### src/hw/rtl/bvci_pkg.sv
// Shared types, constants and the voltage/charge ROM of the charge interpolator.
`timescale 1ns / 1ps

package bvci_pkg;

  localparam int VOLT_W   = 16;  // input sample width, 0.01 V units
  localparam int CHG_W    = 14;  // result width, 0.01 % units
  localparam int ROM_ROWS = 64;
  localparam int ROW_W    = 6;   // index into the ROM
  localparam int TV_W     = 12;  // width of a table voltage
  localparam int TC_W     = 10;  // width of a table charge, 0.1 % units
  localparam int DEN_W    = TV_W;
  localparam int PROD_W   = TV_W + CHG_W;
  localparam int QUOT_W   = CHG_W;
  localparam int DIV_BITS = 2;   // quotient bits resolved per divider stage

  localparam logic [CHG_W-1:0] FULL_CHARGE = 14'd10000;
  localparam logic [ROW_W-1:0] TOP_ROW     = 6'd0;

  typedef struct packed {
    logic [CHG_W-1:0] base;     // lower point charge scaled to 0.01 %
    logic             sat_hi;   // sample at or above the top point
    logic             sat_lo;   // sample at or below the bottom point
    logic             in_span;
    logic             dv_zero;  // degenerate segment of zero width
  } side_t;

  typedef struct packed {
    logic [TV_W-1:0]  off;      // sample minus lower segment voltage
    logic [TV_W-1:0]  dv;       // segment voltage width
    logic [CHG_W-1:0] dp10;     // segment charge rise in 0.01 % units
    side_t            side;
  } seg_t;

  typedef struct packed {
    logic [PROD_W-1:0] num;
    logic [DEN_W-1:0]  den;
    side_t             side;
  } div_req_t;

  typedef struct packed {
    logic [QUOT_W-1:0] quot;
    side_t             side;
  } div_rsp_t;

  // Table voltages in descending order; rows past the given points read as zero.
  function automatic logic [TV_W-1:0] rom_volt(input logic [ROW_W-1:0] row);
    logic [TV_W-1:0] v;
    case (row)
      6'd0:    v = 12'd2940;
      6'd1:    v = 12'd2841;
      6'd2:    v = 12'd2833;
      6'd3:    v = 12'd2823;
      6'd4:    v = 12'd2805;
      6'd5:    v = 12'd2784;
      6'd6:    v = 12'd2761;
      6'd7:    v = 12'd2739;
      6'd8:    v = 12'd2719;
      6'd9:    v = 12'd2700;
      6'd10:   v = 12'd2682;
      6'd11:   v = 12'd2664;
      6'd12:   v = 12'd2645;
      6'd13:   v = 12'd2626;
      6'd14:   v = 12'd2610;
      6'd15:   v = 12'd2583;
      6'd16:   v = 12'd2565;
      6'd17:   v = 12'd2549;
      6'd18:   v = 12'd2534;
      6'd19:   v = 12'd2521;
      6'd20:   v = 12'd2507;
      6'd21:   v = 12'd2493;
      6'd22:   v = 12'd2477;
      6'd23:   v = 12'd2458;
      6'd24:   v = 12'd2437;
      6'd25:   v = 12'd2420;
      6'd26:   v = 12'd2404;
      6'd27:   v = 12'd2372;
      6'd28:   v = 12'd2329;
      6'd29:   v = 12'd2272;
      6'd30:   v = 12'd2200;
      default: v = '0;
    endcase
    return v;
  endfunction

  // Table charges in 0.1 % units, matching rom_volt row for row.
  function automatic logic [TC_W-1:0] rom_charge(input logic [ROW_W-1:0] row);
    logic [TC_W-1:0] c;
    case (row)
      6'd0:    c = 10'd1000;
      6'd1:    c = 10'd908;
      6'd2:    c = 10'd877;
      6'd3:    c = 10'd846;
      6'd4:    c = 10'd815;
      6'd5:    c = 10'd784;
      6'd6:    c = 10'd753;
      6'd7:    c = 10'd722;
      6'd8:    c = 10'd691;
      6'd9:    c = 10'd660;
      6'd10:   c = 10'd629;
      6'd11:   c = 10'd598;
      6'd12:   c = 10'd567;
      6'd13:   c = 10'd536;
      6'd14:   c = 10'd505;
      6'd15:   c = 10'd474;
      6'd16:   c = 10'd443;
      6'd17:   c = 10'd412;
      6'd18:   c = 10'd381;
      6'd19:   c = 10'd350;
      6'd20:   c = 10'd319;
      6'd21:   c = 10'd288;
      6'd22:   c = 10'd257;
      6'd23:   c = 10'd226;
      6'd24:   c = 10'd195;
      6'd25:   c = 10'd164;
      6'd26:   c = 10'd133;
      6'd27:   c = 10'd102;
      6'd28:   c = 10'd71;
      6'd29:   c = 10'd40;
      default: c = '0;
    endcase
    return c;
  endfunction

endpackage

### src/hw/rtl/bvci_in_if.sv
// Request channel carrying one voltage sample.
`timescale 1ns / 1ps

interface bvci_in_if import bvci_pkg::*; ();
  logic              valid;
  logic              ready;
  logic [VOLT_W-1:0] voltage_centivolts;

  modport source (output valid, output voltage_centivolts, input ready);
  modport sink   (input valid, input voltage_centivolts, output ready);
endinterface

### src/hw/rtl/bvci_out_if.sv
// Result channel carrying the state of charge and the span flag.
`timescale 1ns / 1ps

interface bvci_out_if import bvci_pkg::*; ();
  logic             valid;
  logic             ready;
  logic [CHG_W-1:0] charge_centipercent;
  logic             voltage_in_span;

  modport source (output valid, output charge_centipercent, output voltage_in_span, input ready);
  modport sink   (input valid, input charge_centipercent, input voltage_in_span, output ready);
endinterface

### src/hw/rtl/battery_voltage_to_charge_interp_top.sv
// Top level of the battery voltage to state-of-charge interpolator.
`timescale 1ns / 1ps

// Usage:
// A voltage sample (0.01 V units) is offered on in_ch; each request yields
// one result on out_ch: the state of charge in 0.01 % units, rounded down,
// by linear interpolation between points of a constant ROM table, and a
// flag that says whether the sample lies within the table's voltage span.
// Samples at or above the top point give 10000, at or below the bottom 0.
// From acceptance to out_ch.valid a request passes two stages for the
// segment search and ROM fetch, one for the multiply, seven for the divider
// (two quotient bits each) and one output register.
// One request per cycle unless out_ch stalls, set by the fully pipelined divider.
// Every stage has its own valid bit and loads whenever the stage after it
// is empty or moving, so a stall on out_ch holds the results in place and
// lets empty stages fill; in_ch.ready falls only once every stage is full.
// Synchronous reset clears all valid bits; the data registers are not reset.
module battery_voltage_to_charge_interp_top import bvci_pkg::*; #(
  parameter int TABLE_POINTS = 31
) (
  input  logic       clk,
  input  logic       rst_n,
  bvci_in_if.sink    in_ch,
  bvci_out_if.source out_ch
);

  logic             seg_valid, seg_ready;
  seg_t             seg_data;
  logic             mul_vld_r, mul_en;
  div_req_t         mul_req_r, mul_req_nxt;
  logic             div_in_ready, div_valid, out_en;
  div_rsp_t         div_rsp;
  logic             out_vld_r;
  logic [CHG_W-1:0] out_chg_r, out_chg_nxt;
  logic             out_span_r;

  bvci_seg #(
    .TABLE_POINTS (TABLE_POINTS)
  ) u_seg (
    .clk       (clk),
    .rst_n     (rst_n),
    .in_valid  (in_ch.valid),
    .in_ready  (in_ch.ready),
    .in_volt   (in_ch.voltage_centivolts),
    .out_valid (seg_valid),
    .out_ready (seg_ready),
    .out_seg   (seg_data)
  );

  // Multiply stage: the offset into the segment times the charge rise.
  assign mul_en    = !mul_vld_r || div_in_ready;
  assign seg_ready = mul_en;

  always_comb begin
    mul_req_nxt.num  = PROD_W'(seg_data.off) * PROD_W'(seg_data.dp10);
    mul_req_nxt.den  = seg_data.dv;
    mul_req_nxt.side = seg_data.side;
  end

  bvci_div u_div (
    .clk       (clk),
    .rst_n     (rst_n),
    .in_valid  (mul_vld_r),
    .in_ready  (div_in_ready),
    .in_req    (mul_req_r),
    .out_valid (div_valid),
    .out_ready (out_en),
    .out_rsp   (div_rsp)
  );

  // Output stage: the lower point's charge plus the interpolated rise,
  // overridden by the saturation cases; a zero-width segment gives the base.
  assign out_en = !out_vld_r || out_ch.ready;

  always_comb begin
    logic [CHG_W:0] sum;
    sum = {1'b0, div_rsp.side.base} + {1'b0, div_rsp.quot};
    if (div_rsp.side.sat_hi) begin
      out_chg_nxt = FULL_CHARGE;
    end else if (div_rsp.side.sat_lo) begin
      out_chg_nxt = '0;
    end else if (div_rsp.side.dv_zero) begin
      out_chg_nxt = div_rsp.side.base;
    end else if (sum > {1'b0, FULL_CHARGE}) begin
      out_chg_nxt = FULL_CHARGE;
    end else begin
      out_chg_nxt = sum[CHG_W-1:0];
    end
  end

  always_ff @(posedge clk) begin
    if (!rst_n) begin
      mul_vld_r <= 1'b0;
      out_vld_r <= 1'b0;
    end else begin
      if (mul_en) mul_vld_r <= seg_valid;
      if (out_en) out_vld_r <= div_valid;
    end
  end

  always_ff @(posedge clk) begin
    if (mul_en) mul_req_r <= mul_req_nxt;
    if (out_en) begin
      out_chg_r  <= out_chg_nxt;
      out_span_r <= div_rsp.side.in_span;
    end
  end

  assign out_ch.valid               = out_vld_r;
  assign out_ch.charge_centipercent = out_chg_r;
  assign out_ch.voltage_in_span     = out_span_r;

  a_charge_max: assert property (@(posedge clk) disable iff (!rst_n)
    out_ch.valid |-> out_ch.charge_centipercent <= FULL_CHARGE)
    else $error("charge above full scale");

  a_out_of_span: assert property (@(posedge clk) disable iff (!rst_n)
    out_ch.valid && !out_ch.voltage_in_span |->
      (out_ch.charge_centipercent == '0 || out_ch.charge_centipercent == FULL_CHARGE))
    else $error("sample outside the table span did not saturate");

  a_reset_empty: assert property (@(posedge clk)
    !rst_n |=> !out_ch.valid && !mul_vld_r)
    else $error("pipeline not empty after reset");

  a_mul_hold: assert property (@(posedge clk) disable iff (!rst_n)
    mul_vld_r && !div_in_ready |=> mul_vld_r && $stable(mul_req_r))
    else $error("multiply stage lost a request while the divider stalled");

endmodule

### src/hw/rtl/bvci_seg.sv
// Segment search and ROM fetch: two pipeline stages.
`timescale 1ns / 1ps

module bvci_seg import bvci_pkg::*; #(
  parameter int TABLE_POINTS = 31
) (
  input  logic              clk,
  input  logic              rst_n,
  input  logic              in_valid,
  output logic              in_ready,
  input  logic [VOLT_W-1:0] in_volt,
  output logic              out_valid,
  input  logic              out_ready,
  output seg_t              out_seg
);

  localparam logic [ROW_W-1:0] BOT_ROW = ROW_W'(TABLE_POINTS - 1);

  logic              s1_vld_r;
  logic [VOLT_W-1:0] s1_volt_r;
  logic [ROW_W-1:0]  s1_row_r, s1_row_nxt;
  logic              s1_hi_r, s1_lo_r, s1_span_r;
  logic              s1_hi_nxt, s1_lo_nxt, s1_span_nxt;
  logic              s2_vld_r;
  seg_t              s2_seg_r, s2_seg_nxt;
  logic              s1_en, s2_en;

  assign s2_en    = !s2_vld_r || out_ready;
  assign s1_en    = !s1_vld_r || s2_en;
  assign in_ready = s1_en;

  // Stage 1: the first segment from the top whose lower point lies at or
  // below the sample. Scanning rows downward leaves the topmost hit.
  always_comb begin
    logic [TV_W-1:0] v_top, v_bot;
    v_top      = rom_volt(TOP_ROW);
    v_bot      = rom_volt(BOT_ROW);
    s1_row_nxt = '0;
    for (int r = ROM_ROWS - 1; r >= 1; r--) begin
      if (r <= TABLE_POINTS - 1 && in_volt >= VOLT_W'(rom_volt(ROW_W'(r)))) begin
        s1_row_nxt = ROW_W'(r - 1);
      end
    end
    s1_hi_nxt   = in_volt >= VOLT_W'(v_top);
    s1_lo_nxt   = in_volt <= VOLT_W'(v_bot);
    s1_span_nxt = (in_volt >= VOLT_W'(v_bot)) && (in_volt <= VOLT_W'(v_top));
  end

  // Stage 2: fetch both segment ends and form the differences.
  always_comb begin
    logic [ROW_W-1:0] lo_row;
    logic [TV_W-1:0]  vh, vl;
    logic [TC_W-1:0]  ph, pl, dp;
    lo_row = s1_row_r + ROW_W'(1);
    vh     = rom_volt(s1_row_r);
    vl     = rom_volt(lo_row);
    ph     = rom_charge(s1_row_r);
    pl     = rom_charge(lo_row);
    dp     = (ph >= pl) ? (ph - pl) : '0;
    s2_seg_nxt.off          = TV_W'(s1_volt_r - VOLT_W'(vl));
    s2_seg_nxt.dv           = vh - vl;
    s2_seg_nxt.dp10         = CHG_W'(dp) * CHG_W'(10);
    s2_seg_nxt.side.base    = CHG_W'(pl) * CHG_W'(10);
    s2_seg_nxt.side.sat_hi  = s1_hi_r;
    s2_seg_nxt.side.sat_lo  = s1_lo_r;
    s2_seg_nxt.side.in_span = s1_span_r;
    s2_seg_nxt.side.dv_zero = (vh == vl);
  end

  always_ff @(posedge clk) begin
    if (!rst_n) begin
      s1_vld_r <= 1'b0;
      s2_vld_r <= 1'b0;
    end else begin
      if (s1_en) s1_vld_r <= in_valid;
      if (s2_en) s2_vld_r <= s1_vld_r;
    end
  end

  always_ff @(posedge clk) begin
    if (s1_en) begin
      s1_volt_r <= in_volt;
      s1_row_r  <= s1_row_nxt;
      s1_hi_r   <= s1_hi_nxt;
      s1_lo_r   <= s1_lo_nxt;
      s1_span_r <= s1_span_nxt;
    end
    if (s2_en) s2_seg_r <= s2_seg_nxt;
  end

  assign out_valid = s2_vld_r;
  assign out_seg   = s2_seg_r;

endmodule

### src/hw/rtl/bvci_div.sv
// Pipelined restoring divider, a fixed number of quotient bits per stage.
`timescale 1ns / 1ps

module bvci_div import bvci_pkg::*; (
  input  logic     clk,
  input  logic     rst_n,
  input  logic     in_valid,
  output logic     in_ready,
  input  div_req_t in_req,
  output logic     out_valid,
  input  logic     out_ready,
  output div_rsp_t out_rsp
);

  localparam int NS = QUOT_W / DIV_BITS;

  logic [NS-1:0]     vld_r, en, src_vld;
  logic [DEN_W-1:0]  rem_r [NS];
  logic [DEN_W-1:0]  rem_nxt [NS];
  logic [DEN_W-1:0]  src_rem [NS];
  logic [QUOT_W-1:0] low_r [NS];
  logic [QUOT_W-1:0] low_nxt [NS];
  logic [QUOT_W-1:0] src_low [NS];
  logic [QUOT_W-1:0] q_r [NS];
  logic [QUOT_W-1:0] q_nxt [NS];
  logic [QUOT_W-1:0] src_q [NS];
  logic [DEN_W-1:0]  den_r [NS];
  logic [DEN_W-1:0]  src_den [NS];
  side_t             side_r [NS];
  side_t             src_side [NS];

  always_comb begin
    en[NS-1] = !vld_r[NS-1] || out_ready;
    for (int k = NS - 2; k >= 0; k--) begin
      en[k] = !vld_r[k] || en[k+1];
    end
  end
  assign in_ready = en[0];

  // The high part of the numerator is already below the divisor, so only the
  // low quotient bits remain to be resolved.
  always_comb begin
    src_vld     = {vld_r[NS-2:0], in_valid};
    src_rem[0]  = in_req.num[PROD_W-1:QUOT_W];
    src_low[0]  = in_req.num[QUOT_W-1:0];
    src_q[0]    = '0;
    src_den[0]  = in_req.den;
    src_side[0] = in_req.side;
    for (int k = 1; k < NS; k++) begin
      src_rem[k]  = rem_r[k-1];
      src_low[k]  = low_r[k-1];
      src_q[k]    = q_r[k-1];
      src_den[k]  = den_r[k-1];
      src_side[k] = side_r[k-1];
    end
  end

  always_comb begin
    logic [DEN_W:0]    tr;
    logic [DEN_W-1:0]  rem_v;
    logic [QUOT_W-1:0] low_v, q_v;
    for (int k = 0; k < NS; k++) begin
      rem_v = src_rem[k];
      low_v = src_low[k];
      q_v   = src_q[k];
      for (int b = 0; b < DIV_BITS; b++) begin
        tr    = {rem_v, low_v[QUOT_W-1]};
        low_v = {low_v[QUOT_W-2:0], 1'b0};
        if (tr >= {1'b0, src_den[k]}) begin
          rem_v = DEN_W'(tr - {1'b0, src_den[k]});
          q_v   = {q_v[QUOT_W-2:0], 1'b1};
        end else begin
          rem_v = tr[DEN_W-1:0];
          q_v   = {q_v[QUOT_W-2:0], 1'b0};
        end
      end
      rem_nxt[k] = rem_v;
      low_nxt[k] = low_v;
      q_nxt[k]   = q_v;
    end
  end

  always_ff @(posedge clk) begin
    if (!rst_n) begin
      vld_r <= '0;
    end else begin
      for (int k = 0; k < NS; k++) begin
        if (en[k]) vld_r[k] <= src_vld[k];
      end
    end
  end

  always_ff @(posedge clk) begin
    for (int k = 0; k < NS; k++) begin
      if (en[k]) begin
        rem_r[k]  <= rem_nxt[k];
        low_r[k]  <= low_nxt[k];
        q_r[k]    <= q_nxt[k];
        den_r[k]  <= src_den[k];
        side_r[k] <= src_side[k];
      end
    end
  end

  assign out_valid    = vld_r[NS-1];
  assign out_rsp.quot = q_r[NS-1];
  assign out_rsp.side = side_r[NS-1];

endmodule
### src/flat_wrapper.sv
// flat-port wrapper written by rule: the top's interface ports become plain ports
module battery_voltage_to_charge_interp_top_flat import bvci_pkg::*;
#(
  parameter int TABLE_POINTS = 31
)
  (clk, rst_n, in_ch_valid, in_ch_voltage_centivolts, in_ch_ready, out_ch_valid, out_ch_charge_centipercent, out_ch_voltage_in_span, out_ch_ready);
  bvci_in_if in_ch_i ();
  bvci_out_if out_ch_i ();
  input  logic clk;
  input  logic rst_n;
  input wire logic [$bits(in_ch_i.valid)-1:0] in_ch_valid;
  input wire logic [$bits(in_ch_i.voltage_centivolts)-1:0] in_ch_voltage_centivolts;
  output wire logic [$bits(in_ch_i.ready)-1:0] in_ch_ready;
  output wire logic [$bits(out_ch_i.valid)-1:0] out_ch_valid;
  output wire logic [$bits(out_ch_i.charge_centipercent)-1:0] out_ch_charge_centipercent;
  output wire logic [$bits(out_ch_i.voltage_in_span)-1:0] out_ch_voltage_in_span;
  input wire logic [$bits(out_ch_i.ready)-1:0] out_ch_ready;
  assign in_ch_i.valid = in_ch_valid;
  assign in_ch_i.voltage_centivolts = in_ch_voltage_centivolts;
  assign in_ch_ready = in_ch_i.ready;
  assign out_ch_valid = out_ch_i.valid;
  assign out_ch_charge_centipercent = out_ch_i.charge_centipercent;
  assign out_ch_voltage_in_span = out_ch_i.voltage_in_span;
  assign out_ch_i.ready = out_ch_ready;
  battery_voltage_to_charge_interp_top #(.TABLE_POINTS(TABLE_POINTS)) u_core (.clk(clk), .rst_n(rst_n), .in_ch(in_ch_i), .out_ch(out_ch_i));
endmodule
### config.mk
export PLATFORM = sky130hd
export DESIGN_NAME = battery_voltage_to_charge_interp_top_flat
export DESIGN_NICKNAME = d
export VERILOG_FILES = /design/src/hw/rtl/bvci_pkg.sv /design/src/hw/rtl/bvci_in_if.sv /design/src/hw/rtl/bvci_out_if.sv /design/src/hw/rtl/battery_voltage_to_charge_interp_top.sv /design/src/hw/rtl/bvci_seg.sv /design/src/hw/rtl/bvci_div.sv /design/src/flat_wrapper.sv
export SDC_FILE = /design/constraint.sdc
export NUM_CORES = 1
export LEC_CHECK = 0
export ABC_CLOCK_PERIOD_IN_PS = 13400
export BUFFER_PORTS_ARGS = -buffer_cell sky130_fd_sc_hd__buf_2
export CAP_MARGIN = 20
export CORE_AREA = 3 3 283 285
export CTS_BUF_LIST = sky130_fd_sc_hd__clkbuf_4 sky130_fd_sc_hd__clkbuf_8 sky130_fd_sc_hd__clkbuf_16
export DETAILED_ROUTE_END_ITERATION = 8
export DIE_AREA = 0 0 286 288
export GPL_TIMING_DRIVEN = 1
export PLACE_DENSITY = 0.61
export SETUP_SLACK_MARGIN = 0.3
export SLEW_MARGIN = 20
export SYNTH_ARGS = -nofsm -noshare
export SYNTH_HDL_FRONTEND = slang
export SYNTH_SLANG_ARGS = --single-unit
### constraint.sdc
create_clock -name clk -period 13.4 [get_ports clk]
set_input_delay 1.34 -clock clk [delete_from_list [all_inputs] [get_ports clk]]
set_output_delay 1.34 -clock clk [all_outputs]
set_load 0.02 [all_outputs]
==> impl_metrics.yaml, run 1 <==
outcome:
  status: "finished, final reports clean"
drt:
  drtIter0Drc: 1762
  via_per_inst: 5.57
  num_vias: 24100
  first_pass_iters: 5
  wl_um: 79300
  drc: 0
  wire_per_inst_um: 18.3
  ant_nets: 0
setup_path:
  crit_type: "reg -> reg"
  cp_max_fo: 30
  arrival_ps: 8360
  cpPeakStageDelay_ps: 840
  cp_slowest_cell: "edfxtp_1"
  crit_path_end_kind: "flop"
  cpMostUsedCell: "ha_1"
  cp.required_ps: 13730
  cp-start-kind: "flop"
synth:
  synth_area_leaders: "edfxtp_1, ha_1, fa_1"
  async_flop_share_pct: 0
  synth_edf_count: 498
  ys.warnings.count: 0
  synth_most_common_cell: "edfxtp_1"
  netlist_area_mm2: 0.0350
  ys_seq_area_share_pct: 43.4
  synth-main-ff-cell: "edfxtp_1"
  ys_ff_latch: 509
  synth_nets: 3706
  synth.top_cell.area_share_pct: 42.7
  yosysTopAreaCell: "edfxtp_1"
  netlist-cell-type-count: 86
  synth_common_cells: "edfxtp_1, inv_1, ha_1, nand2_1, nor2_1"
  netlist_instances: 3232
  syn_area_per_cell_um2: 10.8
global_route:
  busiest_layer: "met2"
  use_met2_pct: 33.7
  first_global_vias: 24100
  grt_max_degree: 55
  grt_pass1_wl_um: 128000
  overflow: 0
  groute.layer.met3.usage_pct: 2.12
  grtUsageMet1_pct: 24.6
  grt_use_total_pct: 19.1
  antenna_found_initial: 0
placed_design:
  io_buffers: 36
  gp_congestion: 0.916
  dp_hpwl_um: 61600
  place_area_mm2: 0.0362
timing:
  tightestPinTransition_ps: 998
  rsz0062_at_grt: "false"
  fin_tns_setup_ps: 0
  min_period_ps: 8030
  fin_skew_ps: 41.0
  setup_viol: 0
  timing.fmax_mhz: 125
  finalCritPeriodShare_pct: 59.9
  maxSlewHeadroom_pct: 33.3
  slew_violations: 0
  worst_hold_slack_ps: 383
  hold_violations: 0
floorplanning:
  initial_core_util_pct: 45.1
  core_area_mm2: 0.0776
  die_x_um: 286
  ios: 37
  die_h_um: 288
  dieArea_mm2: 0.0824
  std_cell_rows: 102
job:
  drv_cap: 0
cts:
  tritoncts: "yes"
  post_cts_buffers: 0
  clkLatencyLatePin_ps: 620
  clockRootBuffer: "clkbuf_16"
  clock_path_buffers: 3
  cts_made_buffers: 52
  htreeDepth: 2
  path_clk_slew_ps: 60
  cts_resized: 0
  cts_hold_buf: 0
  cts.sink_count: 509
layout:
  final_layout_size_suffix_gt1_share_pct: 8.79
  area_growth_pct: 8.64
  final_cell_area_mm2: 0.0380
  final_nets: 3720
  n_antenna_cell: 0
worst_hold_path:
  hp-class: "reg -> reg"
[sequential cells by signal, summed over array words and instances (netlist names), 12 cells and up]
signal	flops
u_core.u_div.q_r	56
u_core.u_seg.s1_volt_r	12
u_core.u_seg.out_seg	54
u_core.u_div.den_r	72
u_core.mul_req_r	54
u_core.u_div.low_r	36
u_core.u_div.rem_r	72
u_core.u_div.side_r	119
u_core.out_ch.charge_centipercent	14
[layout make-up]
class | count | area (µm²)
clock inverters | 38 | 405
well taps | 1040 | 1300
flip-flops and latches | 509 | 15200
clock buffers | 59 | 1350
inverters | 336 | 1260
multi-input cells | 2292 | 18200
fillers | 7055 | 39600
repair buffers | 55 | 323
[final timing paths]
check / cells past startpoint / start / slack [ps] / endpoint
setup / recovery: 30 / u_core.u_seg.s1_row_r[0] / 5370 / u_core.u_seg.out_seg[30]
hold / removal: 0 / u_core.u_div.low_r[0][5] / 380 / u_core.u_div.low_r[1][7]
setup reg to reg: 30 / u_core.u_seg.s1_row_r[0] / 5370 / u_core.u_seg.out_seg[30]
hold reg to reg: 0 / u_core.u_div.low_r[0][5] / 380 / u_core.u_div.low_r[1][7]
[metrics by stage]
step                      utilization [%]  worst slack (ps)  std cells
after floorplan                         -              6780       3232
after global placement               46.7              5860       4232
after detailed placement             46.7              5570       4232
after CTS                            49.0              5540       4329
after global routing                 49.0              4770       4329
final                                49.0              5370       4329
[routing by layer]
metal | vias to the layer above | wire [µm]
met4 | 0 | 2500
met3 | 131 | 3170
met5 | - | 0
met2 | 588 | 39300
met1 | 11800 | 34400
li1 | 11700 | -
[critical path: cells and delay by family, from the launching register on]
kind | cells | cell delay, ps
adders and majority gates | 7 | 2430
AOI/OAI and AO/OA | 12 | 2240
and+or+nand+nor | 7 | 1410
DFF | 1 | 840
buffers and inverters | 3 | 750
xor gates and xnor gates | 1 | 80
[logic make-up (layout without fill, tap and decap cells)]
group,count (synthesis),count (layout),share of synthesized area [%]
AOI/OAI and AO/OA,665,665,12.7
and+or+nand+nor,882,882,12.0
adders and majority gates,454,454,19.0
DFF,509,509,43.4
buffers and inverters,431,488,4.70
xor gates and xnor gates,165,165,4.13
muxes,126,126,4.08
[layout by cell type, fill, tap and decap left out, types with 14 or more instances in the layout]
| cell | n |
|---|---|
| edfxtp_1 | 498 |
| inv_1 | 328 |
| ha_1 | 325 |
| nand2_1 | 279 |
| nor2_1 | 199 |
| a21oi_1 | 166 |
| o21ai_0 | 146 |
| fa_1 | 129 |
| xnor2_1 | 118 |
| mux2_2 | 94 |
| nor3_1 | 74 |
| and2_1 | 64 |
| nand3_1 | 62 |
| clkbuf_16 | 52 |
| nor2b_1 | 51 |
| o21a_1 | 51 |
| a21o_1 | 51 |
| xor2_1 | 45 |
| nand4_1 | 38 |
| buf_2 | 36 |
| a211oi_1 | 32 |
| mux2i_1 | 24 |
| o211ai_1 | 22 |
| and3_1 | 20 |
| nand2b_1 | 20 |
| clkinv_1 | 20 |
| o31ai_1 | 19 |
| o21bai_1 | 19 |
| buf_4 | 19 |
| or2_2 | 17 |
| or3_1 | 17 |
| a21boi_0 | 15 |
| a31oi_1 | 14 |
Power of run 1 is left out: the tool's default activity adds up to more than one toggle a clock period on the data nets, which glitch-free logic cannot reach.
==> run 2: changes to the inputs <==
--- a/config.mk
+++ b/config.mk
@@ -5,7 +5,7 @@
 export SDC_FILE = /design/constraint.sdc
 export NUM_CORES = 1
 export LEC_CHECK = 0
-export ABC_CLOCK_PERIOD_IN_PS = 13400
+export ABC_CLOCK_PERIOD_IN_PS = 6980
 export BUFFER_PORTS_ARGS = -buffer_cell sky130_fd_sc_hd__buf_2
 export CAP_MARGIN = 20
 export CORE_AREA = 3 3 283 285
@@ -13,7 +13,7 @@
 export DETAILED_ROUTE_END_ITERATION = 8
 export DIE_AREA = 0 0 286 288
 export GPL_TIMING_DRIVEN = 1
-export PLACE_DENSITY = 0.61
+export PLACE_DENSITY = 0.63
 export SETUP_SLACK_MARGIN = 0.3
 export SLEW_MARGIN = 20
 export SYNTH_ARGS = -nofsm -noshare
==> constraint.sdc (replaced) <==
create_clock -name clk -period 6.98 [get_ports clk]
set_input_delay 0.698 -clock clk [delete_from_list [all_inputs] [get_ports clk]]
set_output_delay 0.698 -clock clk [all_outputs]
set_load 0.02 [all_outputs]
==> impl_metrics.yaml, run 2 (synthesized netlist as in run 1, its figures left out) <==
layout:
  layout.area.seq_mm2: 0.0152
  final_cell_mix: "edfxtp_1, inv_1, ha_1"
  n_antenna_cell: 0
  largest-register: "u_core.u_div.side_r"
  area_growth_pct: 9.52
  largest_reg_flops: 119
  largestRegisters: "u_core.u_div.side_r x119, u_core.u_div.den_r x72, u_core.u_div.rem_r x72"
  layout.cells.most_common: "edfxtp_1"
  final_nets: 3748
  n_fill_cell: 7000
  multi_input_area_mm2: 0.0182
  final_layout_size_suffix_gt1_share_pct: 10.0
cts:
  cts.sink_count: 509
  cts_hold_buf: 0
  clock_path_buffers: 3
  clockRootBuffer: "clkbuf_16"
  tritoncts: "yes"
  clkLatencyLatePin_ps: 640
  htreeDepth: 2
  cts_made_buffers: 55
  path_clk_slew_ps: 60
global_route:
  first_global_vias: 23300
  antenna_found_initial: 0
  overflow: 0
  grt_pass1_wl_um: 124000
  grt_max_degree: 55
  grt_use_total_pct: 18.4
setup_path:
  cp_max_fo: 12
  crit_path_cell_trace: "nand2_1, fa_1, fa_1, inv_1, fa_1, inv_1, fa_1, inv_1, fa_1, ha_1, or3_1, o22ai_1, a211oi_1, a311oi_1, nor4_1, a2111oi_0, a21oi_1, xnor2_1"
  cp_slowest_cell: "edfxtp_1"
  crit_type: "reg -> reg"
  crit_buf_inv: 3
  crit_path_end_kind: "flop"
  ff2ff_path_depth: 18
  cpMostUsedCell: "fa_1"
  arrival_ps: 6600
  r2r_start: "u_core.u_seg.out_seg[19]"
  r2r-end: "u_core.mul_req_r[55]"
  cp-start-kind: "flop"
  cp_top_family: "adder cells"
  reg2reg_slack_ps: 700
  cpPeakStageDelay_ps: 640
  cp.required_ps: 7300
placed_design:
  gp_congestion: 0.917
  io_buffers: 36
  dp_hpwl_um: 58200
worst_hold_path:
  hp-class: "in -> reg"
  hold_path.startpoint: "in_ch_valid"
  hold_depth: 3
  hold_end: "u_core.u_seg.s1_vld_r"
timing:
  slew_violations: 0
  fin_skew_ps: 70.4
  maxSlewHeadroom_pct: 37.2
  timing.fmax_mhz: 159
  hold_violations: 0
  fin_tns_setup_ps: 0
  rsz0062_at_grt: "false"
  min_period_ps: 6280
  finalCritPeriodShare_pct: 89.9
  tightestPinTransition_ps: 939
  setup_viol: 0
drt:
  wl_um: 75200
  num_vias: 23700
  drc: 0
  ant_nets: 0
  via_per_inst: 5.43
  wire_per_inst_um: 17.3
  first_pass_iters: 5
  drtIter0Drc: 1407
job:
  drv_cap: 0
floorplanning:
  die_x_um: 286
  core_area_mm2: 0.0776
  ios: 37
  initial_core_util_pct: 45.1
  die_h_um: 288
  std_cell_rows: 102
  dieArea_mm2: 0.0824
outcome:
  status: "finished, final reports clean"
## run 2: worst register-to-register path: cells and delay by family (launching register included)
family          cells  cell delay, ps
flops               1             640
fa+ha+maj           6            2870
compound gates      5            1570
simple gates        3             610
buf+inv             3             150
xor+xnor            1             170
## run 2: how the worst max path moves through the flow
stage / endpoint / from / cells after the start / slack, ps
after global placement: u_core.u_seg.out_seg[30] / u_core.u_seg.s1_row_r[1] / 29 / 700
final: u_core.mul_req_r[55] / u_core.u_seg.out_seg[19] / 18 / 700
after detailed placement: u_core.u_seg.out_seg[30] / u_core.u_seg.s1_row_r[1] / 29 / 590
after global routing: u_core.u_seg.out_seg[30] / u_core.u_seg.s1_row_r[1] / 29 / 250
after CTS: u_core.u_seg.out_seg[30] / u_core.u_seg.s1_row_r[1] / 29 / 530
after floorplan: u_core.u_seg.out_seg[30] / u_core.u_seg.s1_row_r[2] / 32 / 360
## run 2: layout make-up
cell class | instances | area share, %
clock inverters | 40 | 1.04
inverters | 336 | 3.29
clock buffers | 63 | 3.75
well taps | 1040 | 3.40
multi-input cells | 2292 | 47.6
repair buffers | 80 | 1.34
flip-flops and latches | 509 | 39.6
## run 2: per-layer routing
| metal | global-route usage, % | share of wire, % |
|---|---|---|
| met3 | 1.94 | 3.6 |
| met2 | 31.4 | 48 |
| met5 | 0 | 0 |
| met4 | 5.50 | 2.7 |
| met1 | 24.8 | 46 |
## run 2: metrics by stage
step | cell area, µm² | utilization [%] | std cells | worst slack [ps] | hold slack, ps
floorplan | 35000 | - | 3232 | 355 | 400
global placement | 36400 | 46.9 | 4254 | 698 | 400
detailed placement | 36400 | 46.9 | 4254 | 587 | 405
CTS | 38200 | 49.3 | 4357 | 529 | 293
global route | 38300 | 49.4 | 4360 | 250 | 342
finish | 38300 | 49.4 | 4360 | 703 | 329
## run 2: repair_timing
action	4_1_cts	5_1_grt
buffers inserted	0	3
gates resized for setup	0	13
setup endpoints to repair	0	4
Power of run 2 is left out for the same reason.
==> run 3: changes to the inputs <==
--- a/config.mk
+++ b/config.mk
@@ -13,7 +13,7 @@
 export DETAILED_ROUTE_END_ITERATION = 8
 export DIE_AREA = 0 0 286 288
 export GPL_TIMING_DRIVEN = 1
-export PLACE_DENSITY = 0.63
+export PLACE_DENSITY = 0.74
 export SETUP_SLACK_MARGIN = 0.3
 export SLEW_MARGIN = 20
 export SYNTH_ARGS = -nofsm -noshare
==> impl_metrics.yaml, run 3 (synthesized netlist as in run 1, its figures left out) <==
drt:
  wire_per_inst_um: 17.3
  via_per_inst: 5.54
  drc: 0
  wl_um: 75100
  num_vias: 24100
  first_pass_iters: 7
  ant_nets: 0
  drtIter0Drc: 1405
cts:
  clock_path_buffers: 3
  cts_hold_buf: 0
  path_clk_slew_ps: 60
  htreeDepth: 2
  cts_made_buffers: 52
  clockRootBuffer: "clkbuf_16"
  clkLatencyLatePin_ps: 610
  tritoncts: "yes"
  cts.sink_count: 509
job:
  drv_cap: 0
setup_path:
  cpPeakStageDelay_ps: 660
  cp-start-kind: "flop"
  cpMostUsedCell: "a21oi_1"
  arrival_ps: 6560
  crit_type: "reg -> reg"
  cp_slowest_cell: "ha_1"
  crit_path_end_kind: "flop"
  cp.required_ps: 7300
  cp_max_fo: 20
floorplanning:
  core_area_mm2: 0.0776
  std_cell_rows: 102
  die_h_um: 288
  die_x_um: 286
  initial_core_util_pct: 45.1
  ios: 37
  dieArea_mm2: 0.0824
global_route:
  grt_pass1_wl_um: 123000
  overflow: 0
  grt_max_degree: 55
  first_global_vias: 24200
  grt_use_total_pct: 18.3
  antenna_found_initial: 0
layout:
  n_antenna_cell: 0
  layout.cells.most_common: "edfxtp_1"
  largest-register: "u_core.u_div.side_r"
  area_growth_pct: 9.50
  final_cell_area_mm2: 0.0383
  final_nets: 3742
  largest_reg_flops: 119
  largestRegisters: "u_core.u_div.side_r x119, u_core.u_div.den_r x72, u_core.u_div.rem_r x72"
  layout.cells.non_filler: 4350
  final_cell_mix: "edfxtp_1, inv_1, ha_1"
  final_layout_size_suffix_gt1_share_pct: 9.91
placed_design:
  place_area_mm2: 0.0364
  gp_congestion: 0.910
  dpl.cell_count: 4250
  dp_hpwl_um: 57600
  io_buffers: 36
timing:
  maxSlewHeadroom_pct: 30.3
  slew_violations: 0
  fin_skew_ps: 40.9
  worst_hold_slack_ps: 352
  fin_tns_setup_ps: 0
  rsz0062_at_grt: "false"
  tightestPinTransition_ps: 1030
  min_period_ps: 6240
  timing.fmax_mhz: 160
  hold_violations: 0
  setup_viol: 0
  finalCritPeriodShare_pct: 89.4
worst_hold_path:
  hp-class: "in -> reg"
outcome:
  status: "finished, final reports clean"
## run 3: area by class of cell
class / instances / area [µm²]
clock buffers: 56 / 1350
clock inverters: 40 / 526
fillers: 6902 / 39300
inverters: 336 / 1260
multi-input cells: 2292 / 18200
flip-flops and latches: 509 / 15200
well taps: 1040 / 1300
repair buffers: 77 / 488
## run 3: routing by layer
metal | wire length, µm | global-route usage, % | vias to the layer above
li1 | - | - | 11700
met1 | 31000 | 22.2 | 11700
met2 | 38000 | 32.8 | 568
met3 | 2980 | 2.18 | 157
met4 | 3130 | 7.68 | 0
met5 | 0 | 0 | -
## run 3: critical path: cells and delay by family (launching register included)
family / cells / cell delay, ps
xor+xnor: 1 / 80
simple gates: 5 / 820
compound gates: 12 / 1980
fa+ha+maj: 5 / 1990
flops: 1 / 360
buf+inv: 3 / 710
## run 3: final timing paths
check / slack, ps / cells after the start / end / start
worst max-delay path: 740 / 26 / u_core.u_seg.out_seg[30] / u_core.u_seg.s1_row_r[0]
worst min-delay path: 350 / 3 / u_core.u_seg.s1_vld_r / in_ch_valid
worst max register to register: 740 / 26 / u_core.u_seg.out_seg[30] / u_core.u_seg.s1_row_r[0]
worst min register to register: 390 / 0 / u_core.u_div.q_r[1][2] / u_core.u_div.q_r[0][0]
## run 3: what timing repair did
action,in CTS,in global routing
gates resized for setup,0,9
setup endpoints to repair,0,4
endpoints found under the hold margin,0,0
buffers inserted,0,4
## run 3: metrics by stage
| step | setup slack, ps | util, % |
|---|---|---|
| final | 743 | 49.4 |
| after global routing | 300 | 49.4 |
| after CTS | 469 | 49.3 |
| after detailed placement | 638 | 46.9 |
| after global placement | 711 | 46.9 |
| after floorplan | 355 | - |
Power of run 3 is left out for the same reason.
